**config.mk**
```make
export PLATFORM = sky130hd
export DESIGN_NAME = sd_card_spi_host_sequencer_unit
export DESIGN_NICKNAME = d
export VERILOG_FILES = /design/src/sv/sdhs_pkg.sv /design/src/sv/sdhs_fifo.sv /design/src/sv/sdhs_front.sv /design/src/sv/sdhs_back.sv /design/src/sv/sd_card_spi_host_sequencer_unit.sv
export SDC_FILE = /design/constraint.sdc
export NUM_CORES = 1
export LEC_CHECK = 0
export ABC_AREA = 1
export BUFFER_PORTS_ARGS = -buffer_cell sky130_fd_sc_hd__buf_4
export CORE_ASPECT_RATIO = 2
export CORE_MARGIN = 5
export CORE_UTILIZATION = 45
export CTS_BUF_LIST = sky130_fd_sc_hd__clkbuf_8
export DETAILED_ROUTE_END_ITERATION = 6
export PLACE_DENSITY = 0.71
export SLEW_MARGIN = 15
export SYNTH_ARGS = -nofsm -noshare
export SYNTH_HDL_FRONTEND = slang
export SYNTH_SLANG_ARGS = --single-unit
```
**constraint.sdc**
```tcl
create_clock -name clk -period 13.89 [get_ports clk]
set_clock_uncertainty 0.05 [all_clocks]
set_input_delay 2.778 -clock clk [delete_from_list [all_inputs] [get_ports clk]]
set_output_delay 2.778 -clock clk [all_outputs]
set_load 0.01 [all_outputs]
```
**src/sv/sdhs_pkg.sv**
```systemverilog
`timescale 1ns / 1ps
`default_nettype none
// ----------------------------------------------------------------------------
// SD host sequencer package
// Shared types, codes and constants of the SPI-mode SD card host sequencer.
// ----------------------------------------------------------------------------
package sdhs_pkg;

	localparam int SECTOR_BYTES = 512;
	localparam int JOB_DEPTH_DEF = 2;
	localparam int RES_DEPTH_DEF = 2;

	// Input opcodes.
	localparam logic [1:0] OP_INIT = 2'd0;
	localparam logic [1:0] OP_READ = 2'd1;
	localparam logic [1:0] OP_BYTE = 2'd2;
	localparam logic [1:0] OP_TICK = 2'd3;

	// Result actions.
	localparam logic [2:0] ACT_CS = 3'd0;
	localparam logic [2:0] ACT_SEND = 3'd1;
	localparam logic [2:0] ACT_RECV = 3'd2;
	localparam logic [2:0] ACT_WAIT = 3'd3;
	localparam logic [2:0] ACT_DATA = 3'd4;
	localparam logic [2:0] ACT_DONE = 3'd5;

	// Final status codes.
	localparam logic [2:0] ST_OK = 3'd0;
	localparam logic [2:0] ST_CMD0 = 3'd1;
	localparam logic [2:0] ST_CMD8_MISMATCH = 3'd2;
	localparam logic [2:0] ST_CMD8_ERR = 3'd3;
	localparam logic [2:0] ST_ACMD41_TO = 3'd4;
	localparam logic [2:0] ST_CMD58 = 3'd5;
	localparam logic [2:0] ST_CMD17 = 3'd6;
	localparam logic [2:0] ST_TOKEN = 3'd7;

	// Configuration register indexes.
	localparam logic [1:0] REG_IDLE_CLK = 2'd0;
	localparam logic [1:0] REG_RESP_TRIES = 2'd1;
	localparam logic [1:0] REG_RETRY_LIM = 2'd2;
	localparam logic [1:0] REG_TOKEN_TO = 2'd3;

	localparam logic [5:0] CMD_GO_IDLE = 6'd0;
	localparam logic [5:0] CMD_IF_COND = 6'd8;
	localparam logic [5:0] CMD_READ_SINGLE = 6'd17;
	localparam logic [5:0] CMD_SEND_OP = 6'd41;
	localparam logic [5:0] CMD_APP = 6'd55;
	localparam logic [5:0] CMD_READ_OCR = 6'd58;

	localparam logic [31:0] ARG_IF_COND = 32'h0000_01AA;
	localparam logic [31:0] ARG_HCS = 32'h4000_0000;
	localparam logic [7:0] CRC_CMD0 = 8'h95;
	localparam logic [7:0] CRC_CMD8 = 8'h87;
	localparam logic [7:0] CRC_DUMMY = 8'h01;
	localparam logic [7:0] TOKEN_START = 8'hFE;
	localparam logic [7:0] FILL_BYTE = 8'hFF;

	typedef enum logic [3:0] {
		PH_IDLE, PH_IDLECLK, PH_CMD0, PH_CMD8, PH_R7, PH_CMD55, PH_CMD41,
		PH_TICK, PH_CMD58, PH_OCR, PH_CMD17, PH_TOKEN, PH_DATA
	} phase_t;

	typedef enum logic [2:0] {
		TL_NONE, TL_RECV, TL_WAIT, TL_FINISH, TL_CLOSE_FINISH
	} tail_t;

	typedef enum logic [2:0] {
		SG_CS0, SG_DATA, SG_FF, SG_FRAME, SG_TAIL
	} seg_t;

	// One classified request: the list of host actions it causes.
	typedef struct packed {
		logic        lead_cs0;
		logic        has_data;
		logic [7:0]  data_b;
		logic [8:0]  data_i;
		logic [4:0]  ff_n;
		logic        frame;
		logic [5:0]  cmd;
		logic [31:0] arg;
		logic [7:0]  crc;
		tail_t       tail;
		logic [2:0]  status;
		logic [7:0]  last_resp;
		logic        hc;
	} job_t;

	typedef struct packed {
		logic [2:0] action;
		logic       select_active;
		logic [7:0] send_byte;
		logic [7:0] data_byte;
		logic [8:0] data_index;
		logic [2:0] status;
		logic [7:0] last_response;
		logic       high_capacity;
		logic       last;
	} res_t;

	typedef struct packed {
		logic [7:0]  idle_clks;
		logic [7:0]  resp_tries;
		logic [15:0] retry_lim;
		logic [15:0] token_to;
	} cfg_t;

endpackage
`default_nettype wire

```
**src/sv/sdhs_fifo.sv**
```systemverilog
`timescale 1ns / 1ps
`default_nettype none
// ----------------------------------------------------------------------------
// SD host sequencer queue
// Small register queue with full and empty flags.
// ----------------------------------------------------------------------------
module sdhs_fifo #(
	parameter int WIDTH = 8,
	parameter int DEPTH = 2
) (
	input  wire logic             clk,
	input  wire logic             arst_n,
	input  wire logic             wr,
	input  wire logic [WIDTH-1:0] wdata,
	input  wire logic             rd,
	output logic                  full,
	output logic                  empty,
	output logic [WIDTH-1:0]      rdata
);
	localparam int PW = (DEPTH > 1) ? $clog2(DEPTH) : 1;
	localparam int CW = $clog2(DEPTH + 1);
	localparam logic [PW-1:0] LASTP = PW'(DEPTH - 1);

	logic [WIDTH-1:0] mem_q [DEPTH];
	logic [PW-1:0] wp_q, rp_q;
	logic [CW-1:0] cnt_q;
	logic do_wr, do_rd;

	assign full = (cnt_q == CW'(DEPTH));
	assign empty = (cnt_q == '0);
	assign rdata = mem_q[rp_q];
	assign do_wr = wr && !full;
	assign do_rd = rd && !empty;

	always_ff @(posedge clk) begin
		if (do_wr) begin
			mem_q[wp_q] <= wdata;
		end
	end

	always_ff @(posedge clk or negedge arst_n) begin
		if (!arst_n) begin
			wp_q <= '0;
			rp_q <= '0;
			cnt_q <= '0;
		end else begin
			if (do_wr) begin
				wp_q <= (wp_q == LASTP) ? '0 : wp_q + 1'b1;
			end
			if (do_rd) begin
				rp_q <= (rp_q == LASTP) ? '0 : rp_q + 1'b1;
			end
			if (do_wr && !do_rd) begin
				cnt_q <= cnt_q + 1'b1;
			end else if (do_rd && !do_wr) begin
				cnt_q <= cnt_q - 1'b1;
			end
		end
	end
endmodule
`default_nettype wire

```
**src/sv/sdhs_front.sv**
```systemverilog
`timescale 1ns / 1ps
`default_nettype none
// ----------------------------------------------------------------------------
// SD host sequencer front end
// Holds the protocol state and turns each request into at most one job.
// ----------------------------------------------------------------------------
module sdhs_front import sdhs_pkg::*; (
	input  wire logic        clk,
	input  wire logic        arst_n,
	input  wire logic        in_valid,
	input  wire logic [1:0]  opcode,
	input  wire logic [31:0] sector_number,
	input  wire logic [7:0]  received_byte,
	input  wire cfg_t        cfg,
	output logic             job_wr,
	output job_t             job
);
	phase_t      phase_q, phase_n;
	logic [15:0] att_q, att_n;
	logic [7:0]  rtry_q, rtry_n;
	logic [15:0] bc_q, bc_n;
	logic        blk_q, blk_n;
	logic [7:0]  sresp_q, sresp_n;
	logic [7:0]  tr_q [4];
	logic        tr_we;

	always_comb begin
		logic [7:0]  b;
		logic [7:0]  rlim;
		logic [15:0] ilim, tlim;
		logic        r1_done;
		logic [7:0]  r1_val;
		logic [15:0] bcv;
		job_t        j;
		logic        do_idle;

		b = received_byte;
		rlim = (cfg.resp_tries == '0) ? 8'd1 : cfg.resp_tries;
		ilim = (cfg.retry_lim == '0) ? 16'd1 : cfg.retry_lim;
		tlim = (cfg.token_to == '0) ? 16'd1 : cfg.token_to;
		r1_done = !b[7] || ((rtry_q + 8'd1) >= rlim);
		r1_val = b[7] ? FILL_BYTE : b;

		phase_n = phase_q;
		att_n = att_q;
		rtry_n = rtry_q;
		bc_n = bc_q;
		blk_n = blk_q;
		sresp_n = sresp_q;
		tr_we = 1'b0;
		j = '0;
		j.tail = TL_NONE;
		do_idle = 1'b0;
		bcv = bc_q;

		if (in_valid) begin
			unique case (opcode)
				OP_INIT: begin
					if (phase_q == PH_IDLE) begin
						j.lead_cs0 = 1'b1;
						bcv = {8'd0, cfg.idle_clks};
						do_idle = 1'b1;
					end
				end
				OP_READ: begin
					if (phase_q == PH_IDLE) begin
						j.frame = 1'b1;
						j.cmd = CMD_READ_SINGLE;
						j.arg = blk_q ? sector_number : {sector_number[22:0], 9'd0};
						j.crc = CRC_DUMMY;
						rtry_n = '0;
						phase_n = PH_CMD17;
					end
				end
				OP_TICK: begin
					if (phase_q == PH_TICK) begin
						if (att_q >= ilim) begin
							j.tail = TL_FINISH;
							j.status = ST_ACMD41_TO;
							phase_n = PH_IDLE;
						end else begin
							j.frame = 1'b1;
							j.cmd = CMD_APP;
							j.crc = CRC_DUMMY;
							rtry_n = '0;
							phase_n = PH_CMD55;
						end
					end
				end
				OP_BYTE: begin
					// Stages that wait for an R1 byte share the retry logic.
					if ((phase_q == PH_CMD0 || phase_q == PH_CMD8 || phase_q == PH_CMD55 ||
					     phase_q == PH_CMD41 || phase_q == PH_CMD58 ||
					     phase_q == PH_CMD17) && !r1_done) begin
						rtry_n = rtry_q + 8'd1;
						j.tail = TL_RECV;
					end else begin
						priority case (phase_q)
							PH_IDLECLK: do_idle = 1'b1;
							PH_CMD0: begin
								sresp_n = r1_val;
								if (r1_val != 8'h01) begin
									j.tail = TL_FINISH;
									j.status = ST_CMD0;
									phase_n = PH_IDLE;
								end else begin
									j.frame = 1'b1;
									j.cmd = CMD_IF_COND;
									j.arg = ARG_IF_COND;
									j.crc = CRC_CMD8;
									rtry_n = '0;
									phase_n = PH_CMD8;
								end
							end
							PH_CMD8: begin
								sresp_n = r1_val;
								if (r1_val == 8'h01) begin
									bc_n = '0;
									j.tail = TL_RECV;
									phase_n = PH_R7;
								end else if (r1_val[2]) begin
									att_n = '0;
									j.frame = 1'b1;
									j.cmd = CMD_APP;
									j.crc = CRC_DUMMY;
									rtry_n = '0;
									phase_n = PH_CMD55;
								end else begin
									j.tail = TL_FINISH;
									j.status = ST_CMD8_ERR;
									phase_n = PH_IDLE;
								end
							end
							PH_R7: begin
								tr_we = 1'b1;
								bc_n = bc_q + 16'd1;
								if (bc_q < 16'd3) begin
									j.tail = TL_RECV;
								end else if (tr_q[2] != 8'h01 || b != 8'hAA) begin
									j.tail = TL_FINISH;
									j.status = ST_CMD8_MISMATCH;
									phase_n = PH_IDLE;
								end else begin
									att_n = '0;
									j.frame = 1'b1;
									j.cmd = CMD_APP;
									j.crc = CRC_DUMMY;
									rtry_n = '0;
									phase_n = PH_CMD55;
								end
							end
							PH_CMD55: begin
								sresp_n = r1_val;
								j.frame = 1'b1;
								j.cmd = CMD_SEND_OP;
								j.arg = ARG_HCS;
								j.crc = CRC_DUMMY;
								rtry_n = '0;
								phase_n = PH_CMD41;
							end
							PH_CMD41: begin
								sresp_n = r1_val;
								if (r1_val == 8'h00) begin
									j.frame = 1'b1;
									j.cmd = CMD_READ_OCR;
									j.crc = CRC_DUMMY;
									rtry_n = '0;
									phase_n = PH_CMD58;
								end else begin
									if (att_q != 16'hFFFF) begin
										att_n = att_q + 16'd1;
									end
									j.tail = TL_WAIT;
									phase_n = PH_TICK;
								end
							end
							PH_CMD58: begin
								sresp_n = r1_val;
								if (r1_val != 8'h00) begin
									j.tail = TL_FINISH;
									j.status = ST_CMD58;
									phase_n = PH_IDLE;
								end else begin
									bc_n = '0;
									j.tail = TL_RECV;
									phase_n = PH_OCR;
								end
							end
							PH_OCR: begin
								tr_we = 1'b1;
								bc_n = bc_q + 16'd1;
								if (bc_q < 16'd3) begin
									j.tail = TL_RECV;
								end else begin
									blk_n = tr_q[0][6];
									j.tail = TL_CLOSE_FINISH;
									j.status = ST_OK;
									phase_n = PH_IDLE;
								end
							end
							PH_CMD17: begin
								sresp_n = r1_val;
								if (r1_val != 8'h00) begin
									j.tail = TL_FINISH;
									j.status = ST_CMD17;
									phase_n = PH_IDLE;
								end else begin
									att_n = '0;
									j.tail = TL_RECV;
									phase_n = PH_TOKEN;
								end
							end
							PH_TOKEN: begin
								if (b == TOKEN_START) begin
									bc_n = '0;
									j.tail = TL_RECV;
									phase_n = PH_DATA;
								end else if (b != FILL_BYTE ||
								             (att_q + 16'd1) >= tlim) begin
									att_n = att_q + 16'd1;
									j.tail = TL_FINISH;
									j.status = ST_TOKEN;
									phase_n = PH_IDLE;
								end else begin
									att_n = att_q + 16'd1;
									j.tail = TL_RECV;
								end
							end
							PH_DATA: begin
								bc_n = bc_q + 16'd1;
								if (bc_q < 16'(SECTOR_BYTES)) begin
									j.has_data = 1'b1;
									j.data_b = b;
									j.data_i = bc_q[8:0];
									j.tail = TL_RECV;
								end else if (bc_q + 16'd1 < 16'(SECTOR_BYTES + 2)) begin
									j.tail = TL_RECV;
								end else begin
									j.tail = TL_CLOSE_FINISH;
									j.status = ST_OK;
									phase_n = PH_IDLE;
								end
							end
							default: ;
						endcase
					end
				end
				default: ;
			endcase
		end

		// Idle clocks go out ten at most with CMD0, otherwise in bursts of 21.
		if (do_idle) begin
			if (bcv <= 16'd10) begin
				j.ff_n = bcv[4:0];
				bc_n = '0;
				j.frame = 1'b1;
				j.cmd = CMD_GO_IDLE;
				j.arg = '0;
				j.crc = CRC_CMD0;
				rtry_n = '0;
				phase_n = PH_CMD0;
			end else begin
				j.ff_n = 5'd20;
				j.tail = TL_RECV;
				bc_n = bcv - 16'd21;
				phase_n = PH_IDLECLK;
			end
		end

		j.last_resp = sresp_n;
		j.hc = blk_n;
		job = j;
		job_wr = j.lead_cs0 || j.has_data || (j.ff_n != '0) || j.frame ||
		         (j.tail != TL_NONE);
	end

	always_ff @(posedge clk) begin
		if (tr_we) begin
			tr_q[bc_q[1:0]] <= received_byte;
		end
	end

	always_ff @(posedge clk or negedge arst_n) begin
		if (!arst_n) begin
			phase_q <= PH_IDLE;
			att_q <= '0;
			rtry_q <= '0;
			bc_q <= '0;
			blk_q <= 1'b0;
			sresp_q <= FILL_BYTE;
		end else begin
			phase_q <= phase_n;
			att_q <= att_n;
			rtry_q <= rtry_n;
			bc_q <= bc_n;
			blk_q <= blk_n;
			sresp_q <= sresp_n;
		end
	end
endmodule
`default_nettype wire

```
**src/sv/sdhs_back.sv**
```systemverilog
`timescale 1ns / 1ps
`default_nettype none
// ----------------------------------------------------------------------------
// SD host sequencer back end
// Expands each job into host actions, one per cycle while the result queue has room.
// ----------------------------------------------------------------------------
module sdhs_back import sdhs_pkg::*; (
	input  wire logic clk,
	input  wire logic arst_n,
	input  wire logic job_empty,
	input  wire job_t job,
	output logic      job_rd,
	input  wire logic res_full,
	output logic      res_wr,
	output res_t      res
);
	seg_t       seg_q, seg_n;
	logic [4:0] cnt_q, cnt_n;

	always_comb begin
		logic [4:0] pres;
		logic [4:0] later;
		seg_t       cur;
		logic       seg_end;
		logic       is_last;
		res_t       r;

		pres = {job.tail != TL_NONE, job.frame, job.ff_n != '0, job.has_data,
		        job.lead_cs0};
		cur = SG_TAIL;
		for (int k = 4; k >= 0; k--) begin
			if (pres[k] && k >= int'(seg_q)) begin
				cur = seg_t'(k);
			end
		end
		later = '0;
		for (int k = 0; k < 5; k++) begin
			later[k] = pres[k] && (k > int'(cur));
		end

		r = '0;
		seg_end = 1'b1;
		unique case (cur)
			SG_CS0: r.action = ACT_CS;
			SG_DATA: begin
				r.action = ACT_DATA;
				r.data_byte = job.data_b;
				r.data_index = job.data_i;
			end
			SG_FF: begin
				r.action = ACT_SEND;
				r.send_byte = FILL_BYTE;
				seg_end = (cnt_q == job.ff_n - 5'd1);
			end
			SG_FRAME: begin
				seg_end = (cnt_q == 5'd10);
				r.action = ACT_SEND;
				unique case (cnt_q)
					5'd0: r.action = ACT_CS;
					5'd2: begin
						r.action = ACT_CS;
						r.select_active = 1'b1;
					end
					5'd4: r.send_byte = {2'b01, job.cmd};
					5'd5: r.send_byte = job.arg[31:24];
					5'd6: r.send_byte = job.arg[23:16];
					5'd7: r.send_byte = job.arg[15:8];
					5'd8: r.send_byte = job.arg[7:0];
					5'd9: r.send_byte = job.crc;
					5'd10: r.action = ACT_RECV;
					default: r.send_byte = FILL_BYTE;
				endcase
			end
			SG_TAIL: begin
				unique case (job.tail)
					TL_RECV: r.action = ACT_RECV;
					TL_WAIT: r.action = ACT_WAIT;
					TL_CLOSE_FINISH: begin
						seg_end = (cnt_q == 5'd2);
						if (cnt_q == 5'd0) begin
							r.action = ACT_CS;
						end else if (cnt_q == 5'd1) begin
							r.action = ACT_SEND;
							r.send_byte = FILL_BYTE;
						end else begin
							r.action = ACT_DONE;
						end
					end
					default: r.action = ACT_DONE;
				endcase
			end
			default: ;
		endcase
		if (r.action == ACT_DONE) begin
			r.status = job.status;
			r.last_response = job.last_resp;
			r.high_capacity = job.hc;
		end
		is_last = seg_end && (later == '0);
		r.last = is_last;
		res = r;

		res_wr = !job_empty && !res_full;
		job_rd = res_wr && is_last;
		seg_n = seg_q;
		cnt_n = cnt_q;
		if (res_wr) begin
			if (is_last) begin
				seg_n = SG_CS0;
				cnt_n = '0;
			end else if (seg_end) begin
				seg_n = seg_t'(cur + 3'd1);
				cnt_n = '0;
			end else begin
				seg_n = cur;
				cnt_n = cnt_q + 5'd1;
			end
		end
	end

	always_ff @(posedge clk or negedge arst_n) begin
		if (!arst_n) begin
			seg_q <= SG_CS0;
			cnt_q <= '0;
		end else begin
			seg_q <= seg_n;
			cnt_q <= cnt_n;
		end
	end
endmodule
`default_nettype wire

```
**src/sv/sd_card_spi_host_sequencer_unit.sv**
```systemverilog
`timescale 1ns / 1ps
`default_nettype none
// A request's job is registered in the job queue on acceptance; the back then writes
// its first action into the result queue, from which it can be popped.
// The front takes one request per cycle while the job queue has room; the back writes
// one action per cycle while the result queue has room. A request causes 0 to 22
// actions (typically 1 for a received byte, 11 to 22 for a command frame).
// Reset: asynchronous, active low; clears phase, counters and queues, and loads the
// register defaults (10, 10, 10000, 60000). Saved response resets to 0xFF.
// ----------------------------------------------------------------------------
// SD card SPI host sequencer
// Runs SPI-mode SD card init and single-sector reads as a stream of host actions.
// ----------------------------------------------------------------------------
module sd_card_spi_host_sequencer_unit import sdhs_pkg::*; #(
	parameter int JOB_DEPTH = JOB_DEPTH_DEF,
	parameter int RES_DEPTH = RES_DEPTH_DEF
) (
	input  wire logic        clk,
	input  wire logic        arst_n,
	// Request queue side.
	input  wire logic        push,
	output logic             full,
	input  wire logic [1:0]  opcode,
	input  wire logic [31:0] sector_number,
	input  wire logic [7:0]  received_byte,
	// Result queue side.
	output logic             empty,
	input  wire logic        pop,
	output logic [2:0]       action,
	output logic             select_active,
	output logic [7:0]       send_byte,
	output logic [7:0]       data_byte,
	output logic [8:0]       data_index,
	output logic [2:0]       status,
	output logic [7:0]       last_response,
	output logic             high_capacity,
	output logic             last,
	// Configuration port.
	input  wire logic        psel,
	input  wire logic        penable,
	input  wire logic        pwrite,
	input  wire logic [3:0]  paddr,
	input  wire logic [31:0] pwdata,
	output logic [31:0]      prdata,
	output logic             pready
);
	cfg_t cfg_q;
	logic job_wr, job_rd, job_full, job_empty;
	job_t job_in, job_out;
	logic res_wr, res_full;
	res_t res_in, res_out;

	// Registers sit at byte addresses 0, 4, 8 and 12; the low address bits are
	// not decoded.
	assign pready = 1'b1;

	always_comb begin
		prdata = '0;
		unique case (paddr[3:2])
			REG_IDLE_CLK:   prdata = {24'd0, cfg_q.idle_clks};
			REG_RESP_TRIES: prdata = {24'd0, cfg_q.resp_tries};
			REG_RETRY_LIM:  prdata = {16'd0, cfg_q.retry_lim};
			REG_TOKEN_TO:   prdata = {16'd0, cfg_q.token_to};
			default: ;
		endcase
	end

	always_ff @(posedge clk or negedge arst_n) begin
		if (!arst_n) begin
			cfg_q.idle_clks <= 8'd10;
			cfg_q.resp_tries <= 8'd10;
			cfg_q.retry_lim <= 16'd10000;
			cfg_q.token_to <= 16'd60000;
		end else if (psel && penable && pwrite) begin
			unique case (paddr[3:2])
				REG_IDLE_CLK:   cfg_q.idle_clks <= pwdata[7:0];
				REG_RESP_TRIES: cfg_q.resp_tries <= pwdata[7:0];
				REG_RETRY_LIM:  cfg_q.retry_lim <= pwdata[15:0];
				REG_TOKEN_TO:   cfg_q.token_to <= pwdata[15:0];
				default: ;
			endcase
		end
	end

	// The front accepts a request whenever the job queue has room. It updates
	// the protocol state at once and queues only requests that cause actions;
	// stray bytes and ticks vanish here.
	assign full = job_full;

	sdhs_front u_front (
		.clk           (clk),
		.arst_n        (arst_n),
		.in_valid      (push && !job_full),
		.opcode        (opcode),
		.sector_number (sector_number),
		.received_byte (received_byte),
		.cfg           (cfg_q),
		.job_wr        (job_wr),
		.job           (job_in)
	);

	sdhs_fifo #(.WIDTH($bits(job_t)), .DEPTH(JOB_DEPTH)) u_job_q (
		.clk    (clk),
		.arst_n (arst_n),
		.wr     (job_wr),
		.wdata  (job_in),
		.rd     (job_rd),
		.full   (job_full),
		.empty  (job_empty),
		.rdata  (job_out)
	);

	// The back walks the head job one action per cycle into the result queue while it has room.
	sdhs_back u_back (
		.clk       (clk),
		.arst_n    (arst_n),
		.job_empty (job_empty),
		.job       (job_out),
		.job_rd    (job_rd),
		.res_full  (res_full),
		.res_wr    (res_wr),
		.res       (res_in)
	);

	sdhs_fifo #(.WIDTH($bits(res_t)), .DEPTH(RES_DEPTH)) u_res_q (
		.clk    (clk),
		.arst_n (arst_n),
		.wr     (res_wr),
		.wdata  (res_in),
		.rd     (pop),
		.full   (res_full),
		.empty  (empty),
		.rdata  (res_out)
	);

	assign action = res_out.action;
	assign select_active = res_out.select_active;
	assign send_byte = res_out.send_byte;
	assign data_byte = res_out.data_byte;
	assign data_index = res_out.data_index;
	assign status = res_out.status;
	assign last_response = res_out.last_response;
	assign high_capacity = res_out.high_capacity;
	assign last = res_out.last;
endmodule
`default_nettype wire
```
Word level (Yosys, flattened, before mapping)
Memories as Yosys holds them, arrays and structs flattened. Index checks and enable logic that the tools add are counted.

Logic and storage cells: 376. Memory bits (writable): 288. Bits in registers: 117. Bits of input ports: 85. Output and inout bits: 77. Memories kept: 3.

Equal/unequal tests: 66. Muxes and demuxes: 177. Bitwise operators: 1. $add $sub $neg: 15. Reduce and logical (&&, ||, !) cells: 81. $lt $le $gt $ge: 15.

Memory list: u_job_q.mem_q (depth 2, width 86, read ports 1, clocked after memory_dff 0, write ports 1, RTL line sdhs_fifo.sv:24) `logic [WIDTH-1:0] mem_q [DEPTH];`; u_res_q.mem_q (depth 2, width 42, read ports 1, clocked after memory_dff 0, write ports 1, RTL line sdhs_fifo.sv:24); u_front.tr_q (depth 4, width 8, read ports 2, clocked after memory_dff 0, write ports 1, RTL line sdhs_front.sv:24) `logic [7:0] tr_q [4];`.

Operator list (number): 16-bit two-way mux (20); 8-bit two-way mux (24); 47-bit two-way mux (4); 32-bit one-hot mux with 2 select lines (2); 32-bit one-hot mux with 4 select lines (1); 16-bit one-hot mux with 5 select lines (1); 8-bit one-hot mux with 5 select lines (2); 3-bit two-way mux (26); 18-bit two-way mux (4); 8-bit one-hot mux with 3 select lines (3); 16-bit one-hot mux with 4 select lines (1); 4-bit two-way mux (15); 7-bit two-way mux (8); 8-bit one-hot mux with 7 select lines (1); 55-bit two-way mux (1); 53-bit two-way mux (1); 4-bit one-hot mux with 10 select lines (1); 5-bit two-way mux (7); 7-bit one-hot mux with 5 select lines (1); 16-bit by 1-bit adder with 16-bit output, second input constant (2); 16-bit >= comparator (2); 16-bit logical NOT (2); 16-bit by 10-bit less-than comparator with 1-bit output, second input constant (2); 32-bit two-way mux (1); 77 further kinds (223).

Longest topological paths before layout
Gate-level depths: netlist of run 1.

Depth in word-level cells: 21. Mapped depth: 29. Mapped depth without buffers: 29.

By module
A second synthesis of run 1 with hierarchy kept.

Cell total of the unflattened synthesis: 2561. Area, all modules: 21249.1 um2.

By module, submodules not included: sdhs_front (cells an instance 1179, area an instance 7263.2 um2, instances 1); sdhs_fifo at u_job_q (cells an instance 481, area an instance 6492.5 um2, instances 1); sdhs_fifo at u_res_q (cells an instance 251, area an instance 3294.4 um2, instances 1); sd_card_spi_host_sequencer_unit (cells an instance 307, area an instance 2432.3 um2, instances 1); sdhs_back (cells an instance 343, area an instance 1766.7 um2, instances 1).

Worst setup path before layout of run 1
Ideal clock, no wire load.

Kind: input-to-reg. From: input port opcode[0]. To: memory u_job_q.mem_q[1][0] (netlist name) (enable). Data required time: 13.293 ns. Stages on the path: 18. Slack: 4.659 ns. Arrival time: 8.635 ns. Path buffers: 0. Path through: inv_1 > ha_1 > clkinv_1 > nor2_1 > nand2_2 > nand2_1 > nand2_1 > inv_1 > ha_1 > nand3b_1 > nand2_1 > nand2_2 > nand3_4 > nand2_4 > inv_4 > o31ai_4 > nor2_2 > a21oi_1.

RTL lines: start, declared (RTL line sd_card_spi_host_sequencer_unit.sv:23) `input wire logic [1:0] opcode,`; end, declared (RTL line sdhs_fifo.sv:24).

Worst setup path in the final report of run 1
From: input port paddr[2]. To: output port prdata[1].

Word-level cells in the longest chain between the ends: 2. Elaborated cells between the ends (all ways): 5. Those cells by class: eq/ne (3); mux (1); reduce/logical (1).

Ends and longest elaborated chain: start, declared (RTL line sd_card_spi_host_sequencer_unit.sv:42) `input wire logic [3:0] paddr,`; 2-bit equality test, or another cell as far along (RTL line sd_card_spi_host_sequencer_unit.sv:59) `unique case (paddr[3:2])`; 32-bit one-hot mux with 4 select lines (*) (RTL line sd_card_spi_host_sequencer_unit.sv:59); end, declared (RTL line sd_card_spi_host_sequencer_unit.sv:44) `output logic [31:0] prdata,`.

Mark *: on every way between the ends. The rest lies on a longest branch, timed or not. The select of a mux whose other input is x is not followed.

==> results.cfg, run 1 <==
[layout]
final_cells = 2965
drive_gt1_share_pct = 13.9
final_area_sq_mm = 0.0224
syn2layout_area_growth_pct = 12.6
fin_util_pct = 51.0
layout.nets = 2512

[floorplanning]
start_util_pct = 45.3
die_y_um = 307
core_region_area_sq_mm = 0.0439
die_width_um = 159
boundaryPins = 162
row_count = 109
dieArea_sq_mm = 0.0487

[yosys]
syn_area_sq_mm = 0.0199
synth_fa_ha_area_share_pct = 4.03
synthSimpleGateAreaFrac_pct = 22.9
ys_async_sr_fraction_pct = 31.5
postSynthCellCount = 2238
synth_ff_type = edfxtp_1
yosys.cell_types.count = 65
muxShareOfSynthArea_pct = 0.164
seq_area_frac_synth_pct = 53.4
synth_edf_count = 255
ys_warn_count = 0
synth-seq-cells = 372
yosys.area_share.xor_xnor_pct = 1.89
syn-mean-instance-area_sq_um = 8.88
synth-compound-area-share_pct = 10.8
synth_top_family_by_area = simple AND/OR/NAND/NOR gates

[clock_tree]
cts_hold_buf = 0
htree_levels = 2
cts_inserted_buffers = 53
postCtsResizedCells = 0
cts_root_buf = clkbuf_8
clock_sinks = 372
clk_path_buf_depth = 3
postCtsSetupRepairBufs = 0
clk_pin_slew_worst_paths_ns = 0.07
clock_latency_ns = 0.64
cts_tree = yes

[sta]
fmax_mhz = 136
fin_tns_setup_ns = 0
period_share_pct = 52.8
final-max-slew-violation-count = 0
slew_headroom_pct = 36.0
setup_viol = 0
hold_viol_final = 0
finalCriticalPeriod_ns = 7.33
rsz0062_at_grt = false
worst_slew_pin_slew_ns = 0.961

[setup_path]
worstPathArrival_ns = 4.50
cp_slowest_stage_delay_ns = 0.50
worstPathMaxFanout = 9
crit_start = paddr[2]
cp_top_family = buffers and inverters
critical_path_required_ns = 11.06
critical_path.endpoint_type = output pin
r2r_start = u_front.att_q[2]
crit_slowest_cell = nor2_1
path_class = in2out
critPathLaunchType = input pin
crit_chain = buf_4 -> nor2_1 -> clkinv_1 -> o22ai_1 -> a21oi_1 -> nand2_1 -> buf_4
path_common_cell = buf_4
timing.critical_path.buf_inv = 3

[grt]
grt_antenna_before_repair = 3
grt.total_usage_pct = 21.0
grt_max_degree = 80
grt_pass1_wl_um = 81500
grt.overflow.total = 0
grt_pass1_vias = 15213

[detailed_routing]
dr.pass1.iters = 5
vias = 15731
ant_nets = 0
drt-total-wl_um = 51500
via_per_inst = 5.31
wl_per_cell_um = 17.4
drc_errors = 0
dr.first_iter.drc_count = 1156

[place]
numPortBuffers = 126
place_area_sq_mm = 0.0212
hpwl_um = 37300
dp.cells = 2862
routabilityCongestion = 0.937

[power]
ir_drop_mv = 0.172
power_per_cell_area_mw_per_mm2 = 203
power_w = 0.00454
power.leakage_nw = 9.75

[run]
maxCapViolations = 0

[worst_hold_path]
hp-start = u_front.sresp_q[4]
hp-class = reg2reg

[outcome]
status = finished, final reports clean
-- kinds of logic (layout without fill, tap and decap cells) --
logic type	Yosys count	count (layout)
mux	3	3
fa+ha+maj	64	64
flops	372	372
compound gates	361	361
xor+xnor	43	43
other cells	2	20
buf+inv	328	482
simple gates	1065	1065
-- area by class of cell --
cell class	count	area [sq um]
Sequential cell	372	10600
Tap cell	555	694
Fill cell	4074	21500
Multi-Input combinational cell	1553	7980
Clock buffer	58	798
Inverter	245	922
Clock inverter	41	307
Timing Repair Buffer	138	1060
Antenna cell	3	7.51
-- layout by cell type, fill, tap and decap left out, drive strengths merged, types with 4 or more instances in the layout --
cell type | netlist | routed
conb | 2 | 17
buf | 37 | 138
a21oi | 136 | 136
nor4 | 34 | 34
dfstp | 24 | 24
xor2 | 32 | 32
dfrtp | 93 | 93
nand3 | 84 | 84
a31oi | 11 | 11
bufinv | 0 | 4
nor3 | 27 | 27
xnor2 | 11 | 11
a22oi | 11 | 11
o211ai | 10 | 10
o21a | 4 | 4
nand2 | 655 | 655
a2111oi | 6 | 6
nor2 | 216 | 216
clkbuf | 46 | 58
o22ai | 16 | 16
inv | 240 | 261
nand4 | 27 | 27
o21ai | 142 | 142
ha | 64 | 64
or2 | 12 | 12
nand3b | 5 | 5
clkinv | 5 | 19
o2111ai | 8 | 8
edfxtp | 255 | 255
-- metrics by stage --
stage | hold WS (ns) | setup slack (ns)
2_1_floorplan | 0.403 | 4.66
3_5_place_dp | 0.426 | 6.19
3_3_place_gp | 0.417 | 6.25
4_1_cts | 0.443 | 6.62
5_1_grt | 0.473 | 6.48
6_report | 0.447 | 6.56
-- layer usage --
metal	global-route usage [%]	up-vias	wire [um]
met5	0	-	0
met1	27.2	7346	20600
met2	35.5	532	25800
met4	8.38	0	2050
li1	-	7744	-
met3	2.83	109	3070
-- tightest hold or removal path: stages, from the launching register on --
cell and delay (ns):
dfstp_2 0.36, nand2_1 0.05, nand2_1 0.07
-- synthesized netlist by cell type (4+ instances only) --
master       n  area share, %
inv_2       16           0.30
xnor2_1     11           0.48
o21ai_1      8           0.20
a31oi_1     11           0.35
nor2_2      10           0.31
a21oi_1    131            3.3
nor2_4       4           0.23
a22oi_1     10           0.38
a2111oi_2    4           0.30
o211ai_1    10           0.38
dfstp_2     24            3.2
nand3_2      4           0.20
nor3_1      25           0.63
dfrtp_1     93             12
nand4_1     27           0.85
o21ai_0    122            3.1
o2111ai_1    8           0.35
buf_2        8           0.20
o21ai_2     12           0.53
nand2_1    638             12
nand2_2     15           0.47
nand3b_1     5           0.19
or2_2        9           0.28
buf_4       23           0.87
clkinv_1     5          0.094
nand3_1     78            2.0
nor4_1      34            1.1
o21a_1       4           0.15
inv_1      223            4.2
clkbuf_1    46           0.87
nor2_1     201            3.8
ha_1        64            4.0
o22ai_1     16           0.50
edfxtp_1   255             39
xor2_1      32            1.4
-- final timing paths --
| path | endpoint | slack [ns] | cells after the start |
|---|---|---|---|
| max in group asynchronous | u_front.phase_q[0] | 10.25 | 2 |
| hold reg to reg | u_front.sresp_q[4] | 0.45 | 2 |
| min in group asynchronous | u_front.bc_q[13] | 2.11 | 1 |
| setup reg to reg | u_job_q.mem_q[0][49] | 8.40 | 28 |
| hold / removal | u_front.sresp_q[4] | 0.45 | 2 |
| setup / recovery | prdata[1] | 6.56 | 7 |
-- registers in the layout (all words and copies together), names as in the netlist, 4 cells and up --
name             cells
u_front.rtry_q       8
u_front.phase_q      4
u_front.att_q       16
u_job_q.mem_q      162
u_front.sresp_q      8
u_res_q.mem_q       84
cfg_q               48
u_back.cnt_q         5
u_front.bc_q        16
u_front.tr_q         9
-- where the power goes --
part	switching [W]	total [W]	leakage (nW)	internal [W]
sequential	0.000165	0.00182	3.84	0.00165
combinational	0.00124	0.00183	5.28	0.000584
clock	0.000431	0.000896	0.631	0.000465
total	0.00184	0.00454	9.75	0.00270
Power figures use the tool's default switching activity.
==> run 2, diff against run 1 <==
clock period = 7.2 ns   (was 13.89 ns; I/O delays follow)
==> run 2 against run 1 <==
Wire length rose by 0.63%. Clock power is 92% higher. Core utilization barely moved. Total power is 93% higher. Non-clock buffer count shrank 1. Clock-buffer cell count is 5 higher. Cell area hardly changed. First-iteration DRC count is 7.7% lower.
==> results.cfg, run 2 (synthesis gave the netlist of run 1 again) <==
[detailed_routing]
drc_errors = 0
dr.pass1.iters = 7
wl_per_cell_um = 17.5
ant_nets = 0
via_per_inst = 5.33
vias = 15789
dr.first_iter.drc_count = 1067
drt-total-wl_um = 51900

[floorplanning]
dieArea_sq_mm = 0.0487
row_count = 109
boundaryPins = 162
core_region_area_sq_mm = 0.0439
die_y_um = 307
start_util_pct = 45.3
die_width_um = 159

[layout]
syn2layout_area_growth_pct = 12.6
final_cell_mix = 637 x nand2_1, 255 x edfxtp_1, 233 x inv_1
drive_gt1_share_pct = 14.1
final_area_sq_mm = 0.0224
layout.nets = 2511
max_flop_register = u_job_q.mem_q
largest_reg_flops = 162
top_regs = u_job_q.mem_q (162), u_res_q.mem_q (84), cfg_q (48)
layout_commonest_cell = nand2_1

[clock_tree]
clk_path_buf_depth = 3
cts_root_buf = clkbuf_8
clk_pin_slew_worst_paths_ns = 0.07
postCtsSetupRepairBufs = 0
clock_latency_ns = 0.62
clock_sinks = 372
cts_tree = yes
htree_levels = 2
cts_inserted_buffers = 53
cts_hold_buf = 0
postCtsResizedCells = 0

[run]
maxCapViolations = 0

[place]
place_ws_ns = 1.54
place_area_sq_mm = 0.0213
hpwl_um = 37500
routabilityCongestion = 0.919
numPortBuffers = 126

[worst_hold_path]
holdPathStages = 2
hp-class = reg2reg
whs_endpoint = u_front.sresp_q[5]
hp-start = u_front.sresp_q[5]

[setup_path]
reg2regPathDepth = 26
r2r_slack_ns = 1.99
cp_slowest_stage_delay_ns = 0.64
timing.critical_path.buf_inv = 3
critical_path_required_ns = 7.40
critPathLaunchType = flip-flop
path_class = reg2reg
worstPathArrival_ns = 5.41
worstPathMaxFanout = 62
cp_top_family = simple AND/OR/NAND/NOR gates
r2r_start = u_front.att_q[2]
crit_slowest_cell = a21oi_4
timing.rr.end = u_job_q.mem_q[1][49]
critical_path.endpoint_type = flip-flop

[grt]
grt_max_degree = 80
grt_pass1_wl_um = 82000
grt.total_usage_pct = 21.1
grt.overflow.total = 0
grt_antenna_before_repair = 3
grt_pass1_vias = 15438

[sta]
worst_slew_pin_slew_ns = 1.00
period_share_pct = 72.4
fin_ws_ns = 1.99
fmax_mhz = 192
final-max-slew-violation-count = 0
finalCriticalPeriod_ns = 5.21
hold_viol_final = 0
slew_headroom_pct = 33.1
rsz0062_at_grt = false
fin_tns_setup_ns = 0
setup_viol = 0

[outcome]
status = finished, final reports clean

[power]
power.leakage_nw = 9.72
ir_drop_mv = 0.267
power_w = 0.00876
power_per_cell_area_mw_per_mm2 = 391
[run 2: how the worst max path moves through the flow]
stage / startpoint / endpoint / cells past startpoint
2_1_floorplan: opcode[0] / u_job_q.mem_q[1][0] / 18
5_1_grt: u_front.att_q[2] / u_job_q.mem_q[0][33] / 28
3_5_place_dp: opcode[0] / u_job_q.mem_q[1][50] / 20
3_3_place_gp: opcode[0] / u_job_q.mem_q[0][49] / 22
4_1_cts: u_front.att_q[2] / u_job_q.mem_q[0][19] / 28
6_report: u_front.att_q[2] / u_job_q.mem_q[1][49] / 26
[run 2: worst register-to-register path, cell delays in order (launching register included)]
cell	delay [ns]
dfrtp_1	0.45
nand2_1	0.07
nor2_1	0.18
nand3_1	0.12
nor2_1	0.14
inv_1	0.07
nor2_1	0.17
nand2_1	0.12
nor2_1	0.13
nand3_1	0.11
nor2_1	0.14
nand2_1	0.08
xnor2_1	0.15
ha_1	0.31
nand2_1	0.07
inv_1	0.05
nand3_1	0.07
nor3_1	0.29
nand3_1	0.13
nand4_1	0.26
nand3b_1	0.18
nand3_1	0.10
nand2_1	0.08
o31ai_4	0.09
nor2_2	0.13
a21oi_4	0.65
buf_12	0.40
[run 2: cell type report]
type	instances	area, sq um
Fill cell	4099	21500
Sequential cell	372	10600
Multi-Input combinational cell	1553	7990
Timing Repair Buffer	137	1050
Inverter	245	922
Clock buffer	63	867
Tap cell	555	694
Clock inverter	34	241
Antenna cell	4	10.0
[run 2: routing by layer]
layer  vias up  GRT usage (%)  routed length, um
li1       7747              -                  -
met1      7404           27.3              20800
met2       539           35.7              26100
met3        99           2.93               3040
met4         0           8.20               1940
met5         -              0                  0
[run 2: stage by stage]
| step | std cells | hold slack, ns | utilization (%) |
|---|---|---|---|
| global placement | 2862 | 0.420 | 48.4 |
| floorplan | 2253 | 0.403 | - |
| finish | 2963 | 0.449 | 51.0 |
| detailed placement | 2862 | 0.428 | 48.4 |
| global route | 2962 | 0.465 | 51.0 |
| CTS | 2959 | 0.453 | 51.0 |
[run 2: where the power goes]
group / leakage [nW] / internal, W / switching (W)
Sequential: 3.84 / 0.00318 / 0.000327
Combinational: 5.27 / 0.00113 / 0.00241
Clock: 0.604 / 0.000908 / 0.000809
Total: 9.72 / 0.00522 / 0.00354
==> run 3, diff against run 2 <==
clock period = 5.3 ns   (was 7.2 ns; I/O delays follow)
==> run 3 against run 2 <==
Final cell count increased by 0.54%. Critical path depth rose by 3. Core utilization is 0.26 points higher. Non-clock buffer count up 18. Cell area is 0.52% higher. Combinational power grew 37%. Wire length is 0.35% lower. Sequential power up 36%.
==> results.cfg, run 3 (synthesis gave the netlist of run 1 again) <==
[detailed_routing]
drc_errors = 0
dr_wl_met2_um = 25600
ant_nets = 0
highest_layer = met4
met1Wirelength_um = 21200
dr.pass1.iters = 5
dr.first_iter.drc_count = 1172
drt-total-wl_um = 51700
vias = 15788
wl_per_cell_um = 17.3
via_per_inst = 5.30
met3_length_um = 2900

[setup_path]
critPathLaunchType = flip-flop
cp_slowest_stage_delay_ns = 0.45
critical_path_required_ns = 5.75
worstPathMaxFanout = 6
path_class = reg2reg
critical_path.endpoint_type = flip-flop
crit_slowest_cell = dfrtp_1
worstPathArrival_ns = 5.16

[sta]
worst_slew_pin_slew_ns = 0.936
finalCriticalPeriod_ns = 4.72
fin_tns_setup_ns = 0
slew_headroom_pct = 37.5
fmax_mhz = 212
final-max-slew-violation-count = 0
hold_viol_final = 0
period_share_pct = 89.0
rsz0062_at_grt = false
setup_viol = 0

[layout]
layout.nets = 2529
layout_commonest_cell = nand2_1
fill_cells = 4078
largest_reg_flops = 162
max_flop_register = u_job_q.mem_q
top_regs = u_job_q.mem_q (162), u_res_q.mem_q (84), cfg_q (48)
drive_gt1_share_pct = 14.8
syn2layout_area_growth_pct = 13.2
fin_util_pct = 51.3
final_cell_mix = 638 x nand2_1, 255 x edfxtp_1, 234 x inv_1

[grt]
grt.overflow.total = 0
grt.total_usage_pct = 21.1
grt_pass1_wl_um = 82000
grt_pass1_vias = 15402
grt_antenna_before_repair = 1
grt_max_degree = 52

[power]
power.leakage_nw = 9.80
ir_drop_mv = 0.305
power_per_cell_area_mw_per_mm2 = 528

[clock_tree]
clock_latency_ns = 0.64
clk_path_buf_depth = 3
cts_tree = yes
cts_inserted_buffers = 53
clock_sinks = 372
htree_levels = 2
cts_root_buf = clkbuf_8
clk_pin_slew_worst_paths_ns = 0.07

[floorplanning]
boundaryPins = 162
dieArea_sq_mm = 0.0487
die_width_um = 159
core_region_area_sq_mm = 0.0439
row_count = 109
die_y_um = 307
start_util_pct = 45.3

[worst_hold_path]
hp-class = in2async

[place]
numPortBuffers = 126
routabilityCongestion = 0.945
hpwl_um = 38000

[outcome]
status = finished, final reports clean

[run]
maxCapViolations = 0
run 3: cell types whose count changed in the layout (fill, tap and decap cells not counted), moves of 2 or more:
cell / change
clkbuf_8: -6
buf_4: +14
diode_2: -3
clkinv_2: +5
buf_12: +3
inv_6: +2
clkinv_1: -2
run 3: worst paths after layout:
| check | from | to | slack, ns | cells past startpoint |
|---|---|---|---|---|
| setup / recovery | u_front.att_q[2] | u_job_q.cnt_q[1] | 0.58 | 29 |
| hold reg to reg | u_front.sresp_q[0] | u_front.sresp_q[0] | 0.45 | 2 |
| max in group asynchronous | arst_n | cfg_q[5] | 3.82 | 2 |
| setup reg to reg | u_front.att_q[2] | u_job_q.cnt_q[1] | 0.58 | 29 |
| hold / removal | arst_n | u_front.bc_q[11] | 0.42 | 1 |
| min in group clk | u_front.sresp_q[0] | u_front.sresp_q[0] | 0.45 | 2 |
run 3: metal layers:
layer / up-vias / GRT usage, %
li1: 7783 / -
met1: 7350 / 27.4
met2: 549 / 35.8
met3: 106 / 2.80
met4: 0 / 7.88
met5: - / 0
run 3: layout make-up:
type	count	area, sq um	share of cell area (%)
timing repair buffer	155	1230	5.46
sequential	372	10600	47.2
clock buffer	57	785	3.49
tap	555	694	3.09
clock inverter	41	274	1.22
inverter	245	922	4.10
multi-input combinational	1553	7980	35.5
antenna	1	2.50	0.0111
run 3: metrics by stage:
| stage | setup slack (ns) | std cells | hold WS (ns) | cell area, sq um | power [W] |
|---|---|---|---|---|---|
| after floorplan | 0.136 | 2253 | 0.403 | 19900 | 0.00796 |
| after global placement | 0.645 | 2879 | 0.421 | 21400 | 0.00954 |
| after detailed placement | 0.542 | 2879 | 0.430 | 21400 | 0.00968 |
| after CTS | 0.529 | 2977 | 0.413 | 22500 | 0.0120 |
| after global routing | 0.0115 | 2979 | 0.448 | 22500 | 0.0128 |
| final | 0.583 | 2979 | 0.420 | 22500 | 0.0119 |
run 3: power by group:
part	internal (W)	leakage [nW]	switching [W]	total, W
clock network	0.00112	0.585	0.00115	0.00226
logic	0.00159	5.37	0.00326	0.00486
registers	0.00432	3.84	0.000443	0.00476
total	0.00703	9.80	0.00485	0.0119
run 3: what timing repair did:
item                                    4_1_cts  5_1_grt
gates resized for setup                       0        1
buffers inserted                              0        1
hold buffers                                  0        0
hold endpoints to repair                      0        0
endpoints found under the setup margin        0       65
run 3: critical path: cells and delay by family, from the launching register on:
family                     cells  cell delay [ns]
and+or+nand+nor               18             2.51
DFF                            1             0.45
adders and majority gates      2             0.59
AOI/OAI and AO/OA              4             0.52
buffers and inverters          3             0.15
xor gates and xnor gates       2             0.34
